## src/msp_pkg.sv

```systemverilog
// ----------------------------------------------------------------------------
// Saddle point finder package
// Shared widths, register indexes, reset values and the size clamp.
// ----------------------------------------------------------------------------
package msp_pkg;

  localparam int MAX_ROWS_DEF = 8;
  localparam int MAX_COLS_DEF = 8;

  localparam int VALUE_W     = 8;
  localparam int POS_W       = 4;
  localparam int TOTAL_W     = 7;
  localparam int SIZE_W      = 7;
  localparam int CFG_W       = 4;
  localparam int CFG_IDX_W   = 1;
  localparam int IN_DATA_W   = 8;
  localparam int OUT_DATA_W  = 16;

  localparam logic [TOTAL_W-1:0] TOTAL_MAX  = 7'd127;
  localparam logic [TOTAL_W-1:0] RESULT_CAP = 7'd64;

  localparam logic [CFG_W-1:0] CFG_RESET = 4'd8;

  localparam logic [CFG_IDX_W-1:0] REG_ROWS_IN_USE = 1'b0;
  localparam logic [CFG_IDX_W-1:0] REG_COLS_IN_USE = 1'b1;

  // A size of zero counts as one; sizes beyond the array saturate.
  function automatic logic [SIZE_W-1:0] clamp_size(input logic [CFG_W-1:0] v,
                                                   input int top);
    logic [SIZE_W-1:0] res;
    if (v == '0) begin
      res = SIZE_W'(1);
    end else if (int'(v) > top) begin
      res = SIZE_W'(top);
    end else begin
      res = SIZE_W'(v);
    end
    return res;
  endfunction

endpackage

```

## src/msp_ram.sv

```systemverilog
// ----------------------------------------------------------------------------
// Generic simple dual-port RAM
// One write port and one read port with registered read data (read-first).
// ----------------------------------------------------------------------------
module msp_ram #(
  parameter int WIDTH = 8,
  parameter int DEPTH = 64,
  localparam int AW = (DEPTH > 1) ? $clog2(DEPTH) : 1
) (
  input  logic             clk,
  input  logic             we,
  input  logic [AW-1:0]    waddr,
  input  logic [WIDTH-1:0] wdata,
  input  logic             re,
  input  logic [AW-1:0]    raddr,
  output logic [WIDTH-1:0] rdata
);

  logic [WIDTH-1:0] mem [DEPTH];

  always_ff @(posedge clk) begin
    if (we) begin
      mem[waddr] <= wdata;
    end
    if (re) begin
      rdata <= mem[raddr];
    end
  end

endmodule

```

## src/msp_load.sv

```systemverilog
// ----------------------------------------------------------------------------
// Saddle point finder load path
// Stores incoming elements, tracks the running row maximum and updates the
// column minima by read-modify-write with forwarding.
// ----------------------------------------------------------------------------
module msp_load #(
  parameter int MAX_ROWS = msp_pkg::MAX_ROWS_DEF,
  parameter int MAX_COLS = msp_pkg::MAX_COLS_DEF,
  localparam int DEPTH = MAX_ROWS * MAX_COLS,
  localparam int EAW   = (DEPTH > 1) ? $clog2(DEPTH) : 1,
  localparam int RW    = (MAX_ROWS > 1) ? $clog2(MAX_ROWS) : 1,
  localparam int CW    = (MAX_COLS > 1) ? $clog2(MAX_COLS) : 1,
  localparam int RCW   = $clog2(MAX_ROWS + 1),
  localparam int CCW   = $clog2(MAX_COLS + 1)
) (
  input  logic                         clk,
  input  logic                         rst,
  input  logic [msp_pkg::CFG_W-1:0]    cfg_rows,
  input  logic [msp_pkg::CFG_W-1:0]    cfg_cols,
  input  logic                         load_en,
  input  logic                         in_tvalid,
  input  logic [msp_pkg::VALUE_W-1:0]  in_value,
  output logic                         in_tready,
  output logic                         elem_we,
  output logic [EAW-1:0]               elem_waddr,
  output logic [msp_pkg::VALUE_W-1:0]  elem_wdata,
  output logic                         rmax_we,
  output logic [RW-1:0]                rmax_waddr,
  output logic [msp_pkg::VALUE_W-1:0]  rmax_wdata,
  output logic                         cmin_we,
  output logic [CW-1:0]                cmin_waddr,
  output logic [msp_pkg::VALUE_W-1:0]  cmin_wdata,
  output logic                         cmin_re,
  output logic [CW-1:0]                cmin_raddr,
  input  logic [msp_pkg::VALUE_W-1:0]  cmin_rdata,
  output logic                         done,
  output logic [RCW-1:0]               rows,
  output logic [CCW-1:0]               cols
);

  localparam int VW = msp_pkg::VALUE_W;

  logic           acc;
  logic           first;
  logic [RCW-1:0] rows_eff;
  logic [CCW-1:0] cols_eff;
  logic           col_end;
  logic           row_last;
  logic [VW-1:0]  rmax_new;

  logic [RW-1:0]  r;
  logic [CW-1:0]  c;
  logic [EAW-1:0] base;
  logic [VW-1:0]  rmax;

  logic           s1_valid;
  logic [CW-1:0]  s1_col;
  logic [VW-1:0]  s1_val;
  logic           s1_first_row;
  logic [VW-1:0]  cmin_old;
  logic [VW-1:0]  cmin_new;

  logic           fw_valid;
  logic [CW-1:0]  fw_col;
  logic [VW-1:0]  fw_data;

  assign in_tready = load_en;
  assign acc       = in_tvalid && load_en;
  assign first     = (r == '0) && (c == '0);
  assign rows_eff  = first ? RCW'(msp_pkg::clamp_size(cfg_rows, MAX_ROWS)) : rows;
  assign cols_eff  = first ? CCW'(msp_pkg::clamp_size(cfg_cols, MAX_COLS)) : cols;
  assign col_end   = (CCW'(c) + CCW'(1)) == cols_eff;
  assign row_last  = (RCW'(r) + RCW'(1)) == rows_eff;
  assign rmax_new  = ((c == '0) || (in_value > rmax)) ? in_value : rmax;
  assign done      = acc && col_end && row_last;

  assign elem_we    = acc;
  assign elem_waddr = base + EAW'(c);
  assign elem_wdata = in_value;
  assign rmax_we    = acc && col_end;
  assign rmax_waddr = r;
  assign rmax_wdata = rmax_new;
  assign cmin_re    = acc;
  assign cmin_raddr = c;

  always_ff @(posedge clk) begin
    if (rst) begin
      r        <= '0;
      c        <= '0;
      base     <= '0;
      rows     <= RCW'(msp_pkg::clamp_size(msp_pkg::CFG_RESET, MAX_ROWS));
      cols     <= CCW'(msp_pkg::clamp_size(msp_pkg::CFG_RESET, MAX_COLS));
      s1_valid <= 1'b0;
      fw_valid <= 1'b0;
    end else begin
      s1_valid <= acc;
      fw_valid <= s1_valid;
      if (acc) begin
        if (first) begin
          rows <= rows_eff;
          cols <= cols_eff;
        end
        if (col_end) begin
          c <= '0;
          if (row_last) begin
            r    <= '0;
            base <= '0;
          end else begin
            r    <= r + 1'b1;
            base <= base + EAW'(MAX_COLS);
          end
        end else begin
          c <= c + 1'b1;
        end
      end
    end
  end

  always_ff @(posedge clk) begin
    if (acc) begin
      rmax         <= rmax_new;
      s1_col       <= c;
      s1_val       <= in_value;
      s1_first_row <= (r == '0);
    end
    fw_col  <= s1_col;
    fw_data <= cmin_new;
  end

  // The RAM reads before it writes, so a write made while the read was in flight is forwarded.
  assign cmin_old   = (fw_valid && (fw_col == s1_col)) ? fw_data : cmin_rdata;
  assign cmin_new   = (s1_first_row || (s1_val < cmin_old)) ? s1_val : cmin_old;
  assign cmin_we    = s1_valid;
  assign cmin_waddr = s1_col;
  assign cmin_wdata = cmin_new;

endmodule

```

## src/msp_scan.sv

```systemverilog
// ----------------------------------------------------------------------------
// Saddle point finder scan sequencer
// Counts the saddle points in a first pass, then emits them in a second pass
// through a registered output stage; with none, it emits one not-found item.
// ----------------------------------------------------------------------------
module msp_scan #(
  parameter int MAX_ROWS = msp_pkg::MAX_ROWS_DEF,
  parameter int MAX_COLS = msp_pkg::MAX_COLS_DEF,
  localparam int DEPTH = MAX_ROWS * MAX_COLS,
  localparam int EAW   = (DEPTH > 1) ? $clog2(DEPTH) : 1,
  localparam int RW    = (MAX_ROWS > 1) ? $clog2(MAX_ROWS) : 1,
  localparam int CW    = (MAX_COLS > 1) ? $clog2(MAX_COLS) : 1,
  localparam int RCW   = $clog2(MAX_ROWS + 1),
  localparam int CCW   = $clog2(MAX_COLS + 1)
) (
  input  logic                         clk,
  input  logic                         rst,
  input  logic                         done,
  input  logic [RCW-1:0]               rows,
  input  logic [CCW-1:0]               cols,
  output logic                         load_en,
  output logic                         rd_en,
  output logic [EAW-1:0]               elem_raddr,
  output logic [RW-1:0]                rmax_raddr,
  output logic [CW-1:0]                cmin_raddr,
  input  logic [msp_pkg::VALUE_W-1:0]  elem_rdata,
  input  logic [msp_pkg::VALUE_W-1:0]  rmax_rdata,
  input  logic [msp_pkg::VALUE_W-1:0]  cmin_rdata,
  output logic                         out_valid,
  input  logic                         out_ready,
  output logic [msp_pkg::POS_W-1:0]    out_row,
  output logic [msp_pkg::POS_W-1:0]    out_column,
  output logic                         out_found,
  output logic [msp_pkg::TOTAL_W-1:0]  out_total,
  output logic                         out_last
);

  localparam int POS_W = msp_pkg::POS_W;
  localparam int TW    = msp_pkg::TOTAL_W;

  typedef enum logic [4:0] {
    S_IDLE  = 5'b00001,
    S_DRAIN = 5'b00010,
    S_READ  = 5'b00100,
    S_EVAL  = 5'b01000,
    S_NONE  = 5'b10000
  } state_t;

  state_t         state;
  state_t         state_next;
  logic           emit_pass;
  logic [RW-1:0]  i;
  logic [CW-1:0]  j;
  logic [EAW-1:0] base;
  logic [TW-1:0]  total;
  logic [TW-1:0]  total_next;
  logic [TW-1:0]  n;
  logic [TW-1:0]  emitted;

  logic           match;
  logic           col_end;
  logic           at_end;
  logic           out_free;
  logic           emit_last;
  logic           load_hit;
  logic           load_none;
  logic           step;
  logic           rewind;

  assign load_en    = (state == S_IDLE);
  assign rd_en      = (state == S_READ);
  assign elem_raddr = base + EAW'(j);
  assign rmax_raddr = i;
  assign cmin_raddr = j;

  assign match     = (elem_rdata == rmax_rdata) && (elem_rdata == cmin_rdata);
  assign col_end   = (CCW'(j) + CCW'(1)) == cols;
  assign at_end    = col_end && ((RCW'(i) + RCW'(1)) == rows);
  assign out_free  = !out_valid || out_ready;
  assign emitted   = (total < msp_pkg::RESULT_CAP) ? total : msp_pkg::RESULT_CAP;
  assign emit_last = (n + TW'(1)) == emitted;
  assign total_next = (match && (total != msp_pkg::TOTAL_MAX)) ? total + TW'(1) : total;

  always_comb begin
    state_next = state;
    load_hit   = 1'b0;
    load_none  = 1'b0;
    step       = 1'b0;
    rewind     = 1'b0;
    unique case (state)
      S_IDLE: begin
        if (done) begin
          state_next = S_DRAIN;
        end
      end
      S_DRAIN: begin
        state_next = S_READ;
      end
      S_READ: begin
        state_next = S_EVAL;
      end
      S_EVAL: begin
        if (!emit_pass) begin
          if (at_end) begin
            rewind     = 1'b1;
            state_next = (total_next == '0) ? S_NONE : S_READ;
          end else begin
            step       = 1'b1;
            state_next = S_READ;
          end
        end else if (match) begin
          if (out_free) begin
            load_hit = 1'b1;
            if (emit_last || at_end) begin
              state_next = S_IDLE;
            end else begin
              step       = 1'b1;
              state_next = S_READ;
            end
          end
        end else if (at_end) begin
          state_next = S_IDLE;
        end else begin
          step       = 1'b1;
          state_next = S_READ;
        end
      end
      S_NONE: begin
        if (out_free) begin
          load_none  = 1'b1;
          state_next = S_IDLE;
        end
      end
      default: begin
        state_next = S_IDLE;
      end
    endcase
  end

  always_ff @(posedge clk) begin
    if (rst) begin
      state     <= S_IDLE;
      emit_pass <= 1'b0;
      i         <= '0;
      j         <= '0;
      base      <= '0;
      total     <= '0;
      n         <= '0;
      out_valid <= 1'b0;
    end else begin
      state <= state_next;
      if (state == S_IDLE) begin
        emit_pass <= 1'b0;
        i         <= '0;
        j         <= '0;
        base      <= '0;
        total     <= '0;
        n         <= '0;
      end
      if ((state == S_EVAL) && !emit_pass) begin
        total <= total_next;
      end
      if (rewind) begin
        emit_pass <= 1'b1;
        i         <= '0;
        j         <= '0;
        base      <= '0;
      end
      if (step) begin
        if (col_end) begin
          j    <= '0;
          i    <= i + 1'b1;
          base <= base + EAW'(MAX_COLS);
        end else begin
          j <= j + 1'b1;
        end
      end
      if (load_hit) begin
        n <= n + TW'(1);
      end
      if (load_hit || load_none) begin
        out_valid <= 1'b1;
      end else if (out_ready) begin
        out_valid <= 1'b0;
      end
    end
  end

  always_ff @(posedge clk) begin
    if (load_hit) begin
      out_row    <= POS_W'({1'b0, i} + 1'b1);
      out_column <= POS_W'({1'b0, j} + 1'b1);
      out_found  <= 1'b1;
      out_total  <= total;
      out_last   <= emit_last;
    end else if (load_none) begin
      out_row    <= '0;
      out_column <= '0;
      out_found  <= 1'b0;
      out_total  <= '0;
      out_last   <= 1'b1;
    end
  end

endmodule

```

## src/matrix_saddle_point_finder.sv

```systemverilog
// ----------------------------------------------------------------------------
// Matrix saddle point finder
// Loads an unsigned byte matrix in row-major order and reports every element
// that is both the maximum of its row and the minimum of its column.
//
//   Channel  Direction  Handshake                 Payload
//   s_axis   in         s_axis_tvalid/tready      tdata: value
//   m_axis   out        m_axis_tvalid/tready      tdata: row, column, total;
//                                                 tuser: found; tlast: last
//   cfg      in         cfg_we                    cfg_index, cfg_data
//
// Loading takes one item per cycle. After the last element the block passes
// through a drain state, counts over the matrix, then scans it again to emit
// any saddle points, reading and then evaluating each position; output stalls
// hold the emit pass. No item is taken during the scan. Reset is synchronous;
// the element store and the row and column extremes need no clearing.
// ----------------------------------------------------------------------------
module matrix_saddle_point_finder #(
  parameter int MAX_ROWS = msp_pkg::MAX_ROWS_DEF,
  parameter int MAX_COLS = msp_pkg::MAX_COLS_DEF
) (
  input  logic                            clk,
  input  logic                            rst,
  input  logic                            cfg_we,
  input  logic [msp_pkg::CFG_IDX_W-1:0]   cfg_index,
  input  logic [msp_pkg::CFG_W-1:0]       cfg_data,
  input  logic                            s_axis_tvalid,
  output logic                            s_axis_tready,
  // value[7:0]
  input  logic [msp_pkg::IN_DATA_W-1:0]   s_axis_tdata,
  output logic                            m_axis_tvalid,
  input  logic                            m_axis_tready,
  // row[3:0], column[7:4], total[14:8], zero[15]
  output logic [msp_pkg::OUT_DATA_W-1:0]  m_axis_tdata,
  // found[0]
  output logic                            m_axis_tuser,
  output logic                            m_axis_tlast
);

  localparam int DEPTH = MAX_ROWS * MAX_COLS;
  localparam int EAW   = (DEPTH > 1) ? $clog2(DEPTH) : 1;
  localparam int RW    = (MAX_ROWS > 1) ? $clog2(MAX_ROWS) : 1;
  localparam int CW    = (MAX_COLS > 1) ? $clog2(MAX_COLS) : 1;
  localparam int RCW   = $clog2(MAX_ROWS + 1);
  localparam int CCW   = $clog2(MAX_COLS + 1);
  localparam int VW    = msp_pkg::VALUE_W;

  logic [msp_pkg::CFG_W-1:0]   rows_in_use;
  logic [msp_pkg::CFG_W-1:0]   cols_in_use;

  logic                        load_en;
  logic                        done;
  logic [RCW-1:0]              rows;
  logic [CCW-1:0]              cols;

  logic                        elem_we;
  logic [EAW-1:0]              elem_waddr;
  logic [VW-1:0]               elem_wdata;
  logic [EAW-1:0]              elem_raddr;
  logic [VW-1:0]               elem_rdata;
  logic                        rmax_we;
  logic [RW-1:0]               rmax_waddr;
  logic [VW-1:0]               rmax_wdata;
  logic [RW-1:0]               rmax_raddr;
  logic [VW-1:0]               rmax_rdata;
  logic                        cmin_we;
  logic [CW-1:0]               cmin_waddr;
  logic [VW-1:0]               cmin_wdata;
  logic                        ld_cmin_re;
  logic [CW-1:0]               ld_cmin_raddr;
  logic [CW-1:0]               sc_cmin_raddr;
  logic [VW-1:0]               cmin_rdata;
  logic                        scan_rd;

  logic [msp_pkg::POS_W-1:0]   out_row;
  logic [msp_pkg::POS_W-1:0]   out_column;
  logic [msp_pkg::TOTAL_W-1:0] out_total;

  always_ff @(posedge clk) begin
    if (rst) begin
      rows_in_use <= msp_pkg::CFG_RESET;
      cols_in_use <= msp_pkg::CFG_RESET;
    end else if (cfg_we) begin
      if (cfg_index == msp_pkg::REG_ROWS_IN_USE) begin
        rows_in_use <= cfg_data;
      end else if (cfg_index == msp_pkg::REG_COLS_IN_USE) begin
        cols_in_use <= cfg_data;
      end
    end
  end

  msp_load #(
    .MAX_ROWS (MAX_ROWS),
    .MAX_COLS (MAX_COLS)
  ) u_load (
    .clk        (clk),
    .rst        (rst),
    .cfg_rows   (rows_in_use),
    .cfg_cols   (cols_in_use),
    .load_en    (load_en),
    .in_tvalid  (s_axis_tvalid),
    .in_value   (s_axis_tdata[VW-1:0]),
    .in_tready  (s_axis_tready),
    .elem_we    (elem_we),
    .elem_waddr (elem_waddr),
    .elem_wdata (elem_wdata),
    .rmax_we    (rmax_we),
    .rmax_waddr (rmax_waddr),
    .rmax_wdata (rmax_wdata),
    .cmin_we    (cmin_we),
    .cmin_waddr (cmin_waddr),
    .cmin_wdata (cmin_wdata),
    .cmin_re    (ld_cmin_re),
    .cmin_raddr (ld_cmin_raddr),
    .cmin_rdata (cmin_rdata),
    .done       (done),
    .rows       (rows),
    .cols       (cols)
  );

  msp_scan #(
    .MAX_ROWS (MAX_ROWS),
    .MAX_COLS (MAX_COLS)
  ) u_scan (
    .clk        (clk),
    .rst        (rst),
    .done       (done),
    .rows       (rows),
    .cols       (cols),
    .load_en    (load_en),
    .rd_en      (scan_rd),
    .elem_raddr (elem_raddr),
    .rmax_raddr (rmax_raddr),
    .cmin_raddr (sc_cmin_raddr),
    .elem_rdata (elem_rdata),
    .rmax_rdata (rmax_rdata),
    .cmin_rdata (cmin_rdata),
    .out_valid  (m_axis_tvalid),
    .out_ready  (m_axis_tready),
    .out_row    (out_row),
    .out_column (out_column),
    .out_found  (m_axis_tuser),
    .out_total  (out_total),
    .out_last   (m_axis_tlast)
  );

  msp_ram #(
    .WIDTH (VW),
    .DEPTH (DEPTH)
  ) u_elem_ram (
    .clk   (clk),
    .we    (elem_we),
    .waddr (elem_waddr),
    .wdata (elem_wdata),
    .re    (scan_rd),
    .raddr (elem_raddr),
    .rdata (elem_rdata)
  );

  msp_ram #(
    .WIDTH (VW),
    .DEPTH (MAX_ROWS)
  ) u_rmax_ram (
    .clk   (clk),
    .we    (rmax_we),
    .waddr (rmax_waddr),
    .wdata (rmax_wdata),
    .re    (scan_rd),
    .raddr (rmax_raddr),
    .rdata (rmax_rdata)
  );

  msp_ram #(
    .WIDTH (VW),
    .DEPTH (MAX_COLS)
  ) u_cmin_ram (
    .clk   (clk),
    .we    (cmin_we),
    .waddr (cmin_waddr),
    .wdata (cmin_wdata),
    .re    (ld_cmin_re || scan_rd),
    .raddr (load_en ? ld_cmin_raddr : sc_cmin_raddr),
    .rdata (cmin_rdata)
  );

  assign m_axis_tdata = {1'b0, out_total, out_column, out_row};

endmodule

```

## config.mk

```make
export PLATFORM = sky130hd
export DESIGN_NAME = matrix_saddle_point_finder
export DESIGN_NICKNAME = d
export VERILOG_FILES = /design/src/msp_pkg.sv /design/src/msp_ram.sv /design/src/msp_load.sv /design/src/msp_scan.sv /design/src/matrix_saddle_point_finder.sv
export SDC_FILE = /design/constraint.sdc
export NUM_CORES = 1
export LEC_CHECK = 0
export BUFFER_PORTS_ARGS = -buffer_cell sky130_fd_sc_hd__buf_2
export CAP_MARGIN = 5
export CORE_UTILIZATION = 60
export CTS_BUF_LIST = sky130_fd_sc_hd__clkbuf_8
export DETAILED_ROUTE_END_ITERATION = 12
export GPL_ROUTABILITY_DRIVEN = 0
export PLACE_DENSITY = 0.87
export SETUP_SLACK_MARGIN = 0.05
export SLEW_MARGIN = 20
export SYNTH_ARGS = -nofsm -noshare
export SYNTH_HDL_FRONTEND = slang
export SYNTH_SLANG_ARGS = --single-unit
```

## constraint.sdc

```tcl
create_clock -name clk -period 4.25 [get_ports clk]
set_input_delay 0.2125 -clock clk [delete_from_list [all_inputs] [get_ports clk]]
set_output_delay 0.2125 -clock clk [all_outputs]
set_load 0.02 [all_outputs]
```

==> flow_metrics.tcl, run 1 <==
set metrics [dict create \
    status "complete, no violations" \
    die_height_um 231 \
    drtIter0Drc 2510 \
    multi_input_area_um2 8660 \
    die_w_um 231 \
    setup_tns_ns 0 \
    vias_per_cell 6.43 \
    synth.avg_cell_area_um2 17.5 \
    path_delay_family "simple AND/OR/NAND/NOR gates" \
    synth_edf_count 700 \
    syn_to_final_growth_pct 12.5 \
    slew_viol_final 0 \
    netlist_area_um2 31500 \
    hold_depth 2 \
    antenna_found_initial 0 \
    antenna_left 0 \
    final_cell_mix "edfxtp_1 (700), mux4_2 (184), nor2_1 (132)" \
    hp-class "in2reg" \
    cts.reportedPaths.clkPinSlew_ns 0.06 \
    clk_latency_ns 0.75 \
    core_area_um2 51600 \
    start_util_pct 61.0 \
    regArea_um2 22500 \
    slowest_stage "nor3_2" \
    yosysUniqueCellTypes 71 \
    fmax_mhz 260 \
    hold_start "rst" \
    startpoint_type "register" \
    top_layer_used "met4" \
    power_density_nw_per_um2 417 \
    grt_pass1_wl_mm 110 \
    grt_usage_pct 28.2 \
    reg2reg_depth 11 \
    syn-num-nets 1847 \
    synth-seq-area-share_pct 71.3 \
    drt_drc_violations_left 0 \
    wl_met3_mm 6.60 \
    yosys_register_bits 772 \
    r2r-end "u_cmin_ram.mem[7][3]" \
    path_cells "xnor2_1 -> nand4_2 -> mux2i_1 -> ha_1 -> a21oi_1 -> nor2b_1 -> o21ai_0 -> nand2b_1 -> nand2_1 -> o21ai_0 -> nor3_2" \
    overflow 0 \
    holdPathEnd "u_scan.total[6]" \
    ys.flop_type "edfxtp_1" \
    crit_path_end_kind "register" \
    crit_type "reg2reg" \
    drive_gt1_share_pct 25.2 \
    yosys_warnings 0 \
    cp_max_fo 24 \
    setup_viol 0 \
    mostFrequentLayoutCell "edfxtp_1" \
    ir_drop_mv 0.396 \
    cts_tree "built" \
    clockBufferDepth 3 \
    post_cts_buffers 0 \
    r2r-start "u_load.cmin_waddr[0]" \
    period_share_pct 90.6 \
    slew_headroom_pct 32.4 \
    vias 17700 \
    nFillCells 3013 \
    critPathArrivalTime_ns 4.28 \
    rows 83 \
    diodes 0 \
    placed_area_um2 33100 \
    fin_crit_ns 3.85 \
    worstMarginPinSlew_ns 1.01 \
    critPathMaxStageDelay_ns 0.55 \
    crit_top_cell "o21ai_0" \
    fin_skew_ns 0.0591 \
    ioPinCount 38 \
    htreeDepth 3 \
    drt_pass1_iterations 9 \
    rsz0062_at_grt "no" \
    nNetsFinal 2028 \
    clockRootBuffer "clkbuf_8" \
    r2r_setup_slack_ns 0.40 \
    hold_violations 0 \
    dp_hpwl_mm 46.2 \
    wl_met1_mm 26.7 \
    cp_num_buf_inv 0 \
    grt_max_degree 67 \
    grt_pass1_vias 18000 \
    die-area_um2 53400 \
    required_ns 4.67 \
    fin_area_um2 35400 \
    wl_met2_mm 36.2 \
    wl_mm 72.9 \
    syn_inst 1800 \
    wl_per_cell_um 26.5 \
    max_cap_viol_count 0 \
    portBuffers 36 \
    p_leak_nw 11.9 \
    ys_async_sr_fraction_pct 0 \
    numCtsBuffers 116 \
    clock_sinks 772 \
]
## worst reg2reg max path, delay by kind of cell, from the launching register on
family	cells	cell delay, ns
AND/OR/NAND/NOR	5	1.62
flip-flops	1	0.51
AO/OA/AOI/OAI	3	0.44
multiplexers	1	0.39
XOR/XNOR	1	0.30
adder cells (fa/ha/maj)	1	0.30
## final cells by class
| class | count | share of cell area, % |
|---|---|---|
| Multi-Input combinational cell | 907 | 24.4 |
| Sequential cell | 772 | 63.4 |
| Clock buffer | 121 | 4.70 |
| Clock inverter | 89 | 1.47 |
| Timing Repair Buffer | 152 | 3.30 |
| Tap cell | 680 | 2.40 |
| Inverter | 32 | 0.339 |
## registers in the layout, indices dropped and copies added (netlist names), 4 cells and up
register	count
u_load.s1_val	8
u_load.rows	4
u_load.fw_data	8
u_cmin_ram.mem	64
u_load.cols	4
u_elem_ram.rdata	8
u_scan.total	7
u_rmax_ram.rdata	8
u_scan.out_column	4
u_cmin_ram.rdata	8
u_scan.state	5
u_scan.out_row	4
u_load.rmax	8
u_rmax_ram.mem	64
rows_in_use	4
cols_in_use	4
u_scan.n	7
u_scan.out_total	7
u_elem_ram.mem	512
u_scan.base	6
## power by group
group          leakage [nW]  internal [mW]  switching [mW]
registers              6.92           8.40          0.0535
logic                  3.75          0.184           0.429
clock network          1.27           2.90            2.83
total                  11.9           11.5            3.31
## Yosys cell counts, drive strengths merged, types with 3 or more instances
cell type / n / area (µm²)
edfxtp: 700 / 21000
mux4: 184 / 4140
nor2: 132 / 495
nand2: 119 / 447
dfxtp: 72 / 1440
clkbuf: 61 / 229
o21ai: 49 / 245
nor3: 46 / 230
nand3: 40 / 205
a21oi: 37 / 185
mux2i: 34 / 340
inv: 32 / 120
and3: 28 / 180
buf: 28 / 135
ha: 28 / 350
xnor2: 28 / 245
nor2b: 18 / 113
nand2b: 17 / 106
mux2: 16 / 180
and2: 15 / 93.8
nand3b: 12 / 90.1
xor2: 12 / 105
o211ai: 9 / 67.6
or3: 8 / 55.1
nand4: 7 / 50.1
or2: 7 / 43.8
a21o: 5 / 37.5
o22ai: 5 / 31.3
a211o: 3 / 26.3
a22oi: 3 / 22.5
nor4b: 3 / 32.5
o21a: 3 / 22.5
## metrics by stage
step	total power, mW	instances	util (%)	hold WS, ns	setup WS, ns
2_1_floorplan	8.92	1800	-	0.311	0.959
3_3_place_gp	9.14	2531	64.1	0.434	0.579
3_5_place_dp	9.19	2531	64.1	0.452	0.294
4_1_cts	14.8	2753	68.6	0.102	0.129
5_1_grt	15.2	2753	68.7	0.138	0.216
6_report	14.8	2753	68.7	0.162	0.398
## how the worst max path moves through the flow
| stage | from | endpoint | slack (ns) | depth (start not counted) |
|---|---|---|---|---|
| final | u_load.cmin_waddr[0] | u_cmin_ram.mem[7][3] | 0.40 | 11 |
| after global routing | u_load.cmin_waddr[0] | u_cmin_ram.mem[4][3] | 0.22 | 11 |
| after CTS | u_load.cmin_waddr[0] | u_cmin_ram.mem[4][3] | 0.13 | 11 |
| after detailed placement | u_load.cmin_waddr[0] | u_cmin_ram.mem[6][3] | 0.29 | 11 |
| after global placement | u_scan.cmin_raddr[0] | u_elem_ram.rdata[3] | 0.58 | 6 |
| after floorplan | u_scan.cmin_raddr[0] | u_elem_ram.rdata[0] | 0.96 | 7 |
## layer usage
metal / vias up / GRT usage (%)
met4: 0 / 13.1
li1: 7469 / -
met1: 8892 / 36.5
met5: - / 0
met3: 208 / 5.65
met2: 1121 / 46.4
## cells by family after synthesis
logic type / count (synthesis) / synth area share, %
fa+ha+maj: 29 / 1.18
simple gates: 466 / 7.22
buf+inv: 121 / 1.54
compound gates: 136 / 2.78
other cells: 1 / 0.0119
mux: 234 / 14.8
xor+xnor: 41 / 1.18
flops: 772 / 71.3
## timing repair
item	in CTS	in global routing
resized for setup	0	8
hold buffers	12	0
hold endpoints to repair	14	0
setup endpoints to repair	0	66
Power figures use the tool's default switching activity.
==> run 2: changes to the inputs <==
Settings changed: GPL_TIMING_DRIVEN from default to 0, HOLD_SLACK_MARGIN from default to 0.08.
==> run 2 against run 1 <==
Against the previous run: flip-flop and latch count is the same; non-clock buffer count shrank 2; clock skew shrank 0.025 ns; core utilization shrank 0.73 points; largest cell class unchanged; register-to-register slack lost 0.25 ns; first-iteration DRC count shrank 26%; sequential share of layout area grew 0.68 points; global-route usage shrank 0.18 points; critical path depth shrank 4.
==> flow_metrics.tcl, run 2 (synthesized netlist as in run 1, its figures left out) <==
set metrics [dict create \
    clock_sinks 772 \
    status "complete, no violations" \
    fmax_mhz 244 \
    clockRootBuffer "clkbuf_8" \
    slew_headroom_pct 30.2 \
    grt_usage_pct 28.0 \
    finalPower_mw 14.8 \
    worstMarginPinSlew_ns 1.04 \
    cts.reportedPaths.clkPinSlew_ns 0.07 \
    antenna_left 0 \
    ir_drop_mv 0.427 \
    required_ns 4.69 \
    power_frac_clock_pct 38.5 \
    clk_latency_ns 0.74 \
    core_area_um2 51600 \
    ioPinCount 38 \
    portBuffers 35 \
    crit_top_cell "mux4_2" \
    dpl.cell_count 2515 \
    pwr-share-seq_pct 57.2 \
    nFillCells 3095 \
    max_cap_viol_count 0 \
    final_cells 2754 \
    top_regs "u_elem_ram.mem: 512 flops, u_cmin_ram.mem: 64 flops, u_rmax_ram.mem: 64 flops" \
    rsz0062_at_grt "no" \
    crit_start "u_scan.cmin_raddr[0]" \
    vias 17800 \
    nNetsFinal 2025 \
    cp_max_fo 10 \
    crit_path_end_kind "register" \
    grt_pass1_vias 18300 \
    clockBufferDepth 3 \
    final_core_util_pct 68.0 \
    setup_tns_ns 0 \
    rows 83 \
    fin_area_um2 35100 \
    final_cell_mix "edfxtp_1 (700), mux4_2 (184), clkbuf_8 (122)" \
    drtIter0Drc 1857 \
    startpoint_type "register" \
    htreeDepth 3 \
    p_sw_share_pct 22.6 \
    drt_drc_violations_left 0 \
    largest_register_ffs 512 \
    power_density_nw_per_um2 421 \
    hold_violations 0 \
    hp-class "in2reg" \
    drive_gt1_share_pct 22.2 \
    p_leak_nw 11.7 \
    p_sw_mw 3.34 \
    drt_pass1_iterations 5 \
    period_share_pct 96.5 \
    die_height_um 231 \
    fin_ws_ns 0.149 \
    path_cells "ha_1 -> fa_1 -> clkbuf_2 -> clkbuf_1 -> mux4_2 -> mux4_2 -> mux4_2" \
    setup_viol 0 \
    r2r-start "u_scan.cmin_raddr[0]" \
    wl_per_cell_um 26.6 \
    slowest_stage "clkbuf_1" \
    antenna_found_initial 2 \
    die_w_um 231 \
    crit_type "reg2reg" \
    critPathArrivalTime_ns 4.54 \
    mostFrequentLayoutCell "edfxtp_1" \
    intPower_mw 11.4 \
    whs_ns 0.116 \
    wl_mm 73.1 \
    vias_per_cell 6.48 \
    start_util_pct 61.0 \
    grt_max_degree 68 \
    numCtsBuffers 115 \
    dp_slack_ns -0.297 \
    die-area_um2 53400 \
    critPathMaxStageDelay_ns 0.63 \
    grt_pass1_wl_mm 110 \
    largest-register "u_elem_ram.mem" \
    hold_start "s_axis_tdata[0]" \
    slew_viol_final 0 \
    overflow 0 \
    cts_tree "built" \
    fin_skew_ns 0.0344 \
    placed_area_um2 32600 \
    syn_to_final_growth_pct 11.3 \
    dp_hpwl_mm 46.3 \
    comb_power_share_pct 4.2 \
    fin_crit_ns 4.10 \
]
==> run 2: cell count changes in the layout (fill, tap and decap cells not counted), sizes merged <==
cell         previous run  this run
clkinv                 41        29
clkinvlp                1         0
dlygate4sd3            12        19
buf                   140        70
clkbuf                121       183
inv                    75        89
diode                   0         2
bufinv                  4         3
==> run 2: power groups by stage <==
| stage | sequential, mW | clock (mW) | combinational [mW] |
|---|---|---|---|
| finish | 8.45 | 5.69 | 0.622 |
| global placement | 8.60 | 0 | 0.538 |
| CTS | 8.45 | 5.72 | 0.602 |
| global route | 8.45 | 6.06 | 0.671 |
| floorplan | 8.58 | 0 | 0.337 |
| detailed placement | 8.61 | 0 | 0.585 |
==> run 2: path summary, 6_finish.rpt <==
check	end	slack (ns)	cells past startpoint
max	u_elem_ram.rdata[5]	0.15	7
min	u_elem_ram.mem[12][0]	0.12	1
max reg2reg	u_elem_ram.rdata[5]	0.15	7
min reg2reg	u_load.fw_col[2]	0.45	0
==> run 2: metal layers <==
layer	global-route usage, %	part of all wire, %
met4	11.9	4.3
met1	35.8	36
met3	6.35	9.4
met5	0	0.018
met2	46.5	50
==> run 2: area by class of cell <==
| cell class | count | area, µm² | share of cell area (%) |
|---|---|---|---|
| Clock inverter | 89 | 463 | 1.32 |
| Buffer | 89 | 377 | 1.07 |
| Antenna cell | 2 | 5.00 | 0.0143 |
| Multi-Input combinational cell | 907 | 8680 | 24.7 |
| Timing Repair Buffer | 61 | 438 | 1.25 |
| Clock buffer | 122 | 1680 | 4.79 |
| Tap cell | 680 | 851 | 2.43 |
| Sequential cell | 772 | 22500 | 64.0 |
| Inverter | 32 | 120 | 0.342 |
==> run 2: critical path: cells and delay by family (launching register included) <==
kind                       cells  cell delay, ns
buffers and inverters          2            0.99
muxes                          3            1.52
DFF                            1            0.45
adders and majority gates      2            0.84
==> run 2: repair_timing <==
action / in CTS / in global routing
hold buffers: 16 / 3
endpoints found under the setup margin: 264 / 61
pin swaps: 4 / 0
setup buffers: 7 / 0
hold endpoints to repair: 91 / 33
gates resized for setup: 19 / 7
